**src/design/segint_pkg.sv**
```systemverilog
package segint_pkg;

  localparam int COORD_BITS = 12;
  localparam int FRAC_BITS  = 8;
  localparam int OUT_BITS   = COORD_BITS + FRAC_BITS;
  // coordinate difference
  localparam int DIFF_BITS  = COORD_BITS + 1;
  // product of two differences
  localparam int PROD_BITS  = 2 * DIFF_BITS;
  // cross-product denominator and line parameter
  localparam int DEN_BITS   = 2 * COORD_BITS + 3;
  // crossing point numerators
  localparam int NUM_BITS   = 3 * COORD_BITS + 4;
  // front end pipeline depth and total latency from accept to strobe
  localparam int FRONT_STAGES = 7;
  localparam int LATENCY      = FRONT_STAGES + OUT_BITS + 1;

  typedef logic signed [COORD_BITS-1:0] coord_t;
  typedef logic signed [OUT_BITS-1:0]   fix_t;

  typedef struct packed {
    coord_t a_start_x;
    coord_t a_start_y;
    coord_t a_end_x;
    coord_t a_end_y;
    coord_t b_start_x;
    coord_t b_start_y;
    coord_t b_end_x;
    coord_t b_end_y;
  } item_t;

  typedef struct packed {
    logic hit;
    logic parallel;
    fix_t cross_x;
    fix_t cross_y;
  } result_t;

  // one lane of the restoring divider
  typedef struct packed {
    logic                neg;
    logic                ovf;
    logic [DEN_BITS-1:0] rem;
    logic [OUT_BITS-1:0] bits;
    logic [OUT_BITS-1:0] quo;
  } lane_t;

  // record passed from cell to cell
  typedef struct packed {
    logic                valid;
    logic                hit;
    logic                par;
    logic [DEN_BITS-1:0] den;
    lane_t               x;
    lane_t               y;
  } stage_t;

endpackage

```
**src/design/segint_cell.sv**
```systemverilog
module segint_cell (
  input  logic               clk,
  input  logic               rst,
  input  segint_pkg::stage_t prev,
  output segint_pkg::stage_t next
);

  localparam int EW = segint_pkg::DEN_BITS;
  localparam int OW = segint_pkg::OUT_BITS;

  // one restoring quotient bit
  function automatic segint_pkg::lane_t step(segint_pkg::lane_t l, logic [EW-1:0] den);
    segint_pkg::lane_t r;
    logic [EW:0]       rr;
    logic              ge;
    rr     = {l.rem, l.bits[OW-1]};
    ge     = rr >= {1'b0, den};
    r      = l;
    r.rem  = ge ? EW'(rr - {1'b0, den}) : EW'(rr);
    r.bits = {l.bits[OW-2:0], 1'b0};
    r.quo  = {l.quo[OW-2:0], ge};
    return r;
  endfunction

  always_ff @(posedge clk) begin
    if (rst) begin
      next.valid <= 1'b0;
    end else begin
      next.valid <= prev.valid;
    end
    next.hit <= prev.hit;
    next.par <= prev.par;
    next.den <= prev.den;
    next.x   <= step(prev.x, prev.den);
    next.y   <= step(prev.y, prev.den);
  end

endmodule

```
**config.mk**
```make
export PLATFORM = sky130hd
export DESIGN_NAME = segint_cell
export DESIGN_NICKNAME = d
export VERILOG_FILES = /design/src/design/segint_pkg.sv /design/src/design/segint_cell.sv
export SDC_FILE = /design/constraint.sdc
export NUM_CORES = 1
export LEC_CHECK = 0
export BUFFER_PORTS_ARGS = -buffer_cell sky130_fd_sc_hd__buf_2
export CAP_MARGIN = 10
export CORE_AREA = 2 2 131 133
export DETAILED_ROUTE_END_ITERATION = 12
export DIE_AREA = 0 0 133 135
export HOLD_SLACK_MARGIN = 0.05
export PLACE_DENSITY_LB_ADDON = 0.08
export SYNTH_ARGS = -nofsm -noshare
export SYNTH_HDL_FRONTEND = slang
export SYNTH_SLANG_ARGS = --single-unit
```
**constraint.sdc**
```tcl
create_clock -name clk -period 3.81 [get_ports clk]
set_clock_uncertainty 0.2 [all_clocks]
set_input_delay 0.1905 -clock clk [delete_from_list [all_inputs] [get_ports clk]]
set_output_delay 0.1905 -clock clk [all_outputs]
set_load 0.05 [all_outputs]
```
* Word-level counts from Yosys, hierarchy flattened *
Cells that the tools add are included.

word-level totals
  input port bits = 170
  flip-flop bits (word level) = 166

cells by class
  $add $sub $neg = 2
  $lt $le $gt $ge = 2
  multiplexer cells = 2

operators by type and width
  cell                                                            number
  28-bit by 27-bit greater-or-equal comparator with 1-bit output  2
  27-bit 2-to-1 mux                                               2
  27-bit subtractor                                               2

* Longest topological paths before layout *
Gate-level depths: netlist of run 1.

  depth after elaboration = 2
  depth in mapped cells = 14
  gate-level depth less buffers = 12

* Worst setup path before layout of run 1 *
No wires, ideal clock.

  path type = in2reg
  from = in prev[108] (netlist bit)
  to = reg next[135] (netlist bit)
  buffers on the path = 0
  arrival time = 2.438 ns
  path slack = 1.052 ns
  stages = 11
  cells stage by stage = inv_1 > ha_1 > fa_1 > nor2b_1 > o31a_1 > o31ai_4 > o211a_1 > o41ai_1 > a21oi_1 > xnor2_1 > mux2_2

on the way
  longest elaborated chain between the ends = 2
  elaborated cells on any way between the ends = 3
  classes of those cells = add/sub: 1; order compare: 1; mux: 1

RTL lines
  what                                                                                                 RTL line                              RTL
  from (decl)                                                                                          segint_cell.sv:4                      input segint_pkg::stage_t prev,
  27-bit subtractor or 28-bit by 27-bit greater-or-equal comparator with 1-bit output (tied branches)  segint_cell.sv:19, segint_cell.sv:17
  27-bit 2-to-1 mux (*)                                                                                segint_cell.sv:19                     r.rem = ge ? EW'(rr - {1'b0, den}) : EW'(rr);
  to (decl)                                                                                            segint_cell.sv:5                      output segint_pkg::stage_t next

Mark *: on every way between the ends. The rest lies on a longest branch, timed or not.
A chain may end at the register's enable or synchronous reset.

* Worst setup path after layout of run 1 *
  from = in prev[138] (netlist bit)
  to = reg next[135] (netlist bit)

Same word-level chain as after synthesis.

==> results.yml, run 1 <==
layout:
  num-fill-cells: 1357
  layout_commonest_cell: "buf_2"
  num-nets-final: 1457
  drive_gt1_share_pct: 31.67
  area_growth_pct: 58.36
  final_util_pct: 67.67
  biggestRegsByFlops: "next (166)"
  largest-register: "next"
  mostFrequentLayoutCells: "buf_2, dlygate4sd3_1, dfxtp_1"
  final_area_um2: 11100
  largest_reg_flops: 166
placed_design:
  place_congestion: 0.8662
  dp_hpwl_um: 16900
  place_area_um2: 8841
  io_buffers: 333
floorplanning:
  initial_core_util_pct: 42.73
  die_width_um: 133
  ios: 338
  core_um2: 16410
  rows: 47
  die_h_um: 135
  die_area_um2: 17960
worst_setup_path:
  cp_cell_sequence: "dlygate4sd3_1 -> buf_2 -> ha_1 -> fa_1 -> nor2b_1 -> o31a_1 -> o31ai_4 -> o211a_1 -> o41ai_1 -> a21oi_1 -> xnor2_1 -> mux2_2"
  required_ns: 3.93
  startpoint: "prev[138]"
  end_kind: "flip-flop"
  path_max_fanout: 4
  critPathLaunchType: "primary input"
  cp.arrival_ns: 3.51
  critical_path_class: "primary input to flip-flop"
  critPathSlowestCell: "o41ai_1"
  critPathMaxStageDelay_ns: 0.60
synth:
  synth_warnings: 0
  synth_edf_count: 0
  synth.avg_cell_area_um2: 9.564
  seq_area_frac_synth_pct: 47.40
  synthesis.area_um2: 7010
  synthCells: 733
  synth_seq_cells: 166
  synth_async_sr_flop_share_pct: 0
  synth_ff_type: "dfxtp_1"
  synth_cell_types: 66
min_path:
  hold_start: "prev[79]"
  hp-class: "primary input to flip-flop"
clock_tree:
  cts_resized: 0
  clock_path_buffers: 2
  cts_made_buffers: 17
  cts_root_buffer: "clkbuf_16"
  cts_tree: "done"
  path_clk_slew_ns: 0.07
  h-tree-depth: 4
  cts.sinks: 166
sta:
  relSlewSlack_pct: 59.59
  setup_viol: 0
  final.min_clock_period_ns: 3.397
  rsz0062_at_grt: "false"
  tns_ns: 0
  max_freq_mhz: 294.4
  fin_crit_sh_pct: 89.16
  slew_violations: 0
  hold_viol_final: 0
  worst_pin_slew_ns: 0.5983
detailed_routing:
  num_vias: 7006
  firstDrtPassIters: 4
  drt_wl_total_um: 23100
  vias_per_cell: 4.779
  drc: 0
  routedWlPerCell_um: 15.76
  ant_nets: 0
  drt_iter0_markers: 207
grt:
  grt-ovfl-total: 0
  grt_max_degree: 40
  antenna_found_initial: 3
  first_global_vias: 6893
  grt_pass1_wl_um: 35650
  grt_use_total_pct: 25.35
power:
  p_per_area_nw_per_um2: 487.2
  ir_drop_mv: 0.3176
  leakage_nw: 5.431
run:
  maxCapViolCount: 0
run_status:
  status: "finished, final reports clean"
-- worst paths after layout --
| path | depth (start not counted) | end |
|---|---|---|
| worst max-delay path | 12 | next[135] |
| worst min-delay path | 2 | next[80] |
-- metal layers --
metal | track usage (%) | share of wire (%) | wire length, um | vias to the layer above
met5 | 0 | 0.030 | 7 | -
met2 | 46.09 | 51 | 11810 | 238
li1 | - | - | - | 3555
met3 | 5.893 | 6.1 | 1402 | 29
met1 | 29.64 | 41 | 9509 | 3182
met4 | 7.826 | 1.6 | 365 | 2
-- report_power, final --
group / internal [W] / total, W / switching, W
sequential: 0.00192 / 0.00196 / 0.0000419
combinational: 0.000575 / 0.00176 / 0.00119
clock: 0.000897 / 0.00169 / 0.000790
total: 0.00339 / 0.00541 / 0.00202
-- synth_stat cells (all sizes together) (3+ instances only) --
| cell type | n | share of area (%) |
|---|---|---|
| buf | 14 | 1.5 |
| xor2 | 19 | 2.4 |
| a211o | 3 | 0.37 |
| o21bai | 4 | 0.43 |
| and2 | 3 | 0.27 |
| mux2 | 9 | 1.6 |
| nand2 | 52 | 2.8 |
| nand2b | 5 | 0.45 |
| nor2b | 7 | 0.62 |
| nand3 | 9 | 0.64 |
| a21oi | 84 | 6.0 |
| a41o | 3 | 0.43 |
| a2111oi | 3 | 0.39 |
| clkbuf | 11 | 0.59 |
| o21a | 10 | 1.1 |
| nor3 | 7 | 0.57 |
| and3 | 5 | 0.45 |
| a31oi | 7 | 0.62 |
| or2 | 4 | 0.36 |
| nor2 | 67 | 3.6 |
| o31ai | 5 | 0.80 |
| o21ai | 43 | 3.3 |
| xnor2 | 23 | 2.9 |
| dfxtp | 166 | 47 |
| a31o | 4 | 0.50 |
| a21boi | 3 | 0.37 |
| a21o | 19 | 2.0 |
| nand4 | 11 | 1.1 |
| or3 | 5 | 0.45 |
| inv | 45 | 2.4 |
| ha | 54 | 9.6 |
-- per-stage QoR --
step / power [W] / setup WS, ns / hold WS (ns) / std cells
after floorplan: 0.003204 / 1.052 / 0.01822 / 734
after global placement: 0.003604 / 0.6333 / 0.09319 / 1266
after CTS: 0.005444 / 0.5108 / 0.1796 / 1464
final: 0.005409 / 0.4129 / 0.1984 / 1466
after global routing: 0.005659 / 0.2976 / 0.1832 / 1466
after detailed placement: 0.003606 / 0.6000 / 0.09447 / 1266
-- kinds of logic after synthesis --
kind of cell             after synthesis  share of synthesized area, %
other                                  1                       0.05349
AO/OA/AOI/OAI                        207                         18.90
multiplexers                           9                         1.553
buffers and inverters                 70                         4.480
AND/OR/NAND/NOR                      182                         12.15
adder cells (fa/ha/maj)               56                         10.21
flip-flops                           166                         47.40
XOR/XNOR                              42                         5.247
-- layout make-up --
class	instances	area, um2	share of cell area [%]
sequential	166	3323	29.93
inverter	45	168.9	1.521
clock buffer	18	439.2	3.956
timing repair buffer	503	3358	30.25
clock inverter	14	155.1	1.397
tap	220	275.3	2.479
multi-input combinational	498	3377	30.42
antenna	2	5.005	0.04508
-- worst max-delay path, delay by kind of cell --
kind,cells,cell delay (ns)
muxes,1,0.26
buffers and inverters,2,0.72
and+or+nand+nor,1,0.18
AOI/OAI and AO/OA,5,1.38
xor gates and xnor gates,1,0.16
adders and majority gates,2,0.61
-- timing repair --
action,CTS,global route
hold buffers,166,0
setup buffers,0,0
hold endpoints to repair,165,0
No activity file was read; power rests on OpenSTA's default activity.
==> inputs of run 2 (changes only) <==
--- a/config.mk
+++ b/config.mk
@@ -5,11 +5,14 @@
 export SDC_FILE = /design/constraint.sdc
 export NUM_CORES = 1
 export LEC_CHECK = 0
+export ABC_AREA = 1
+export ABC_CLOCK_PERIOD_IN_PS = 3810
 export BUFFER_PORTS_ARGS = -buffer_cell sky130_fd_sc_hd__buf_2
 export CAP_MARGIN = 10
-export CORE_AREA = 2 2 131 133
+export CORE_MARGIN = 2
+export CORE_UTILIZATION = 50
+export CTS_BUF_LIST = sky130_fd_sc_hd__clkbuf_4 sky130_fd_sc_hd__clkbuf_8
 export DETAILED_ROUTE_END_ITERATION = 12
-export DIE_AREA = 0 0 133 135
 export HOLD_SLACK_MARGIN = 0.05
 export PLACE_DENSITY_LB_ADDON = 0.08
 export SYNTH_ARGS = -nofsm -noshare
==> run 2 against run 1 <==
  * Non-clock buffer count shrank 4
  * Wire length grew 22%
  * Combinational power grew 6%
  * Synthesized cell count grew 66%
  * Global-route usage grew 5.7 points
  * Final area grew 11%
  * Die area is essentially flat
  * Final cell count grew 33%
  * Sequential power is essentially flat
==> results.yml, run 2 <==
run:
  maxCapViolCount: 0
grt:
  grt-ovfl-total: 0
  first_global_vias: 9098
  grt_max_degree: 41
  grt_pass1_wl_um: 44130
  grt_use_total_pct: 31.03
  antenna_found_initial: 1
synth:
  synth_warnings: 0
  synth_cell_types: 31
  synthCells: 1220
  synth.top_cell.area_share_pct: 39.34
  yosysMostFrequentCell: "nand2_1"
  synth.avg_cell_area_um2: 6.925
  synthesis.area_um2: 8448
  synth_seq_cells: 166
  synth_ff_type: "dfxtp_1"
  seq_area_frac_synth_pct: 39.34
  synth.top_cells.by_count: "nand2_1, inv_1, dfxtp_1"
  synth_async_sr_flop_share_pct: 0
  yosys.area.top_type: "dfxtp_1"
  synth_edf_count: 0
  synth_area_leaders: "dfxtp_1, nand2_1, inv_1"
power:
  pwr-share-clk_pct: 25.8
  seqPwrFrac_pct: 38.0
  switchingPower_w: 0.002077
  leakage_nw: 7.098
  ir_drop_mv: 0.2781
  p_int_w: 0.003079
  swShare_pct: 40.29
  combPwrFrac_pct: 36.2
  p_per_area_nw_per_um2: 418.3
clock_tree:
  cts_setup_buffers: 0
  cts_tree: "done"
  path_clk_slew_ns: 0.10
  hold_buffers: 165
  h-tree-depth: 4
  cts_root_buffer: "clkbuf_8"
  clock_path_buffers: 2
  cts_resized: 0
  cts.sinks: 166
  cts_made_buffers: 17
detailed_routing:
  ant_nets: 0
  drt_wl_total_um: 28180
  routedWlPerCell_um: 14.40
  vias_per_cell: 4.738
  drt_iter0_markers: 610
  firstDrtPassIters: 5
  num_vias: 9267
  drc: 0
worst_setup_path:
  cp_num_buf_inv: 4
  cp.arrival_ns: 3.27
  critPathMaxStageDelay_ns: 0.56
  critPathLaunchType: "primary input"
  critPathTopFamily: "buffers and inverters"
  end_kind: "flip-flop"
  cp_cell_sequence: "dlygate4sd3_1 -> buf_2 -> ha_1 -> fa_1 -> inv_1 -> nand3_1 -> nand3_1 -> nand2_1 -> nand3_2 -> nand2_2 -> nand3_2 -> buf_4 -> nand2_1 -> o21ai_1"
  critical_path_class: "primary input to flip-flop"
  required_ns: 4.01
  path_max_fanout: 27
  critPathSlowestCell: "dlygate4sd3_1"
sta:
  slew_violations: 0
  relSlewSlack_pct: 64.04
  final.min_clock_period_ns: 3.074
  rsz0062_at_grt: "false"
  timing.hold.ws_ns: 0.09931
  fin_crit_sh_pct: 80.67
  max_freq_mhz: 325.4
  setup_viol: 0
  hold_viol_final: 0
  tns_ns: 0
  worst_pin_slew_ns: 0.5381
  setup_ws_ns: 0.7365
floorplanning:
  die_width_um: 134.0
  die_h_um: 134.0
  die_area_um2: 17950
  ios: 338
  rows: 47
  core_um2: 16520
  initial_core_util_pct: 51.12
placed_design:
  io_buffers: 333
  place_congestion: 0.9337
  dp_slack_ns: 0.9373
  dp_hpwl_um: 20210
  place_inst: 1758
layout:
  mostFrequentLayoutCells: "nand2_1, buf_2, inv_1"
  largest_reg_flops: 166
  largest-register: "next"
  stdcell_count: 1956
  drive_gt1_share_pct: 22.31
  biggestRegsByFlops: "next (166)"
  num-fill-cells: 1352
  final_util_pct: 74.58
  num-nets-final: 1948
  area_growth_pct: 45.88
  layout_commonest_cell: "nand2_1"
min_path:
  hp-class: "primary input to flip-flop"
run_status:
  status: "finished, final reports clean"
## run 2: cell count changes after synthesis, sizes merged, moves of 8 or more
cell / change
nand2: +384
inv: +206
nand3: +63
a21oi: -56
nand4: +31
xnor2: -21
o21ai: -19
a21o: -17
nor2: +10
o21a: -10
clkbuf: -9
mux2: -9
xor2: +9
nand3b: +8
## run 2: through the flow
step	total power [W]	instance area, um2
after global routing	0.005391	12320
after detailed placement	0.003700	10260
after global placement	0.003680	10260
after floorplan	0.003263	8452
final	0.005156	12320
after CTS	0.005147	12320
## run 2: tightest hold or removal path: stages
cell and delay (ns):
buf_2 0.11, nor3_4 0.06, nand3_4 0.20, nand4_1 0.11
nand2_1 0.07
## run 2: routing by layer
layer,track usage [%],up-vias,wire length [um]
met3,6.047,77,1740
met1,35.17,4156,11260
li1,-,4710,-
met5,0,-,0
met4,10.40,0,856
met2,58.01,324,14320
## run 2: cells by family (layout without fill, tap and decap cells)
kind of cell / Yosys count / in the layout / synth area share (%)
AO/OA/AOI/OAI: 54 / 54 / 3.525
buffers and inverters: 268 / 782 / 12.77
XOR/XNOR: 30 / 30 / 3.110
flip-flops: 166 / 166 / 39.34
AND/OR/NAND/NOR: 645 / 645 / 32.75
other: 1 / 3 / 0.04439
adder cells (fa/ha/maj): 56 / 56 / 8.472
## run 2: final timing paths
path	startpoint	to	slack (ns)	cells past startpoint
setup / recovery	prev[138]	next[110]	0.74	14
hold / removal	prev[66]	next[60]	0.1	5
## run 2: layout make-up
type | count | area, um2 | area share, %
Multi-Input combinational cell | 787 | 4050 | 32.86
Timing Repair Buffer | 499 | 3326 | 26.98
Sequential cell | 166 | 3323 | 26.96
Inverter | 251 | 942.2 | 7.645
Tap cell | 220 | 275.3 | 2.234
Clock buffer | 18 | 241.5 | 1.959
Clock inverter | 14 | 163.9 | 1.330
Antenna cell | 1 | 2.502 | 0.02030
## run 2: power groups by stage
stage	registers, W	logic [W]	clock network (W)
floorplan	0.00264	0.000622	0
global placement	0.00199	0.00169	0
detailed placement	0.00200	0.00170	0
CTS	0.00196	0.00185	0.00134
global route	0.00198	0.00201	0.00141
finish	0.00196	0.00187	0.00133
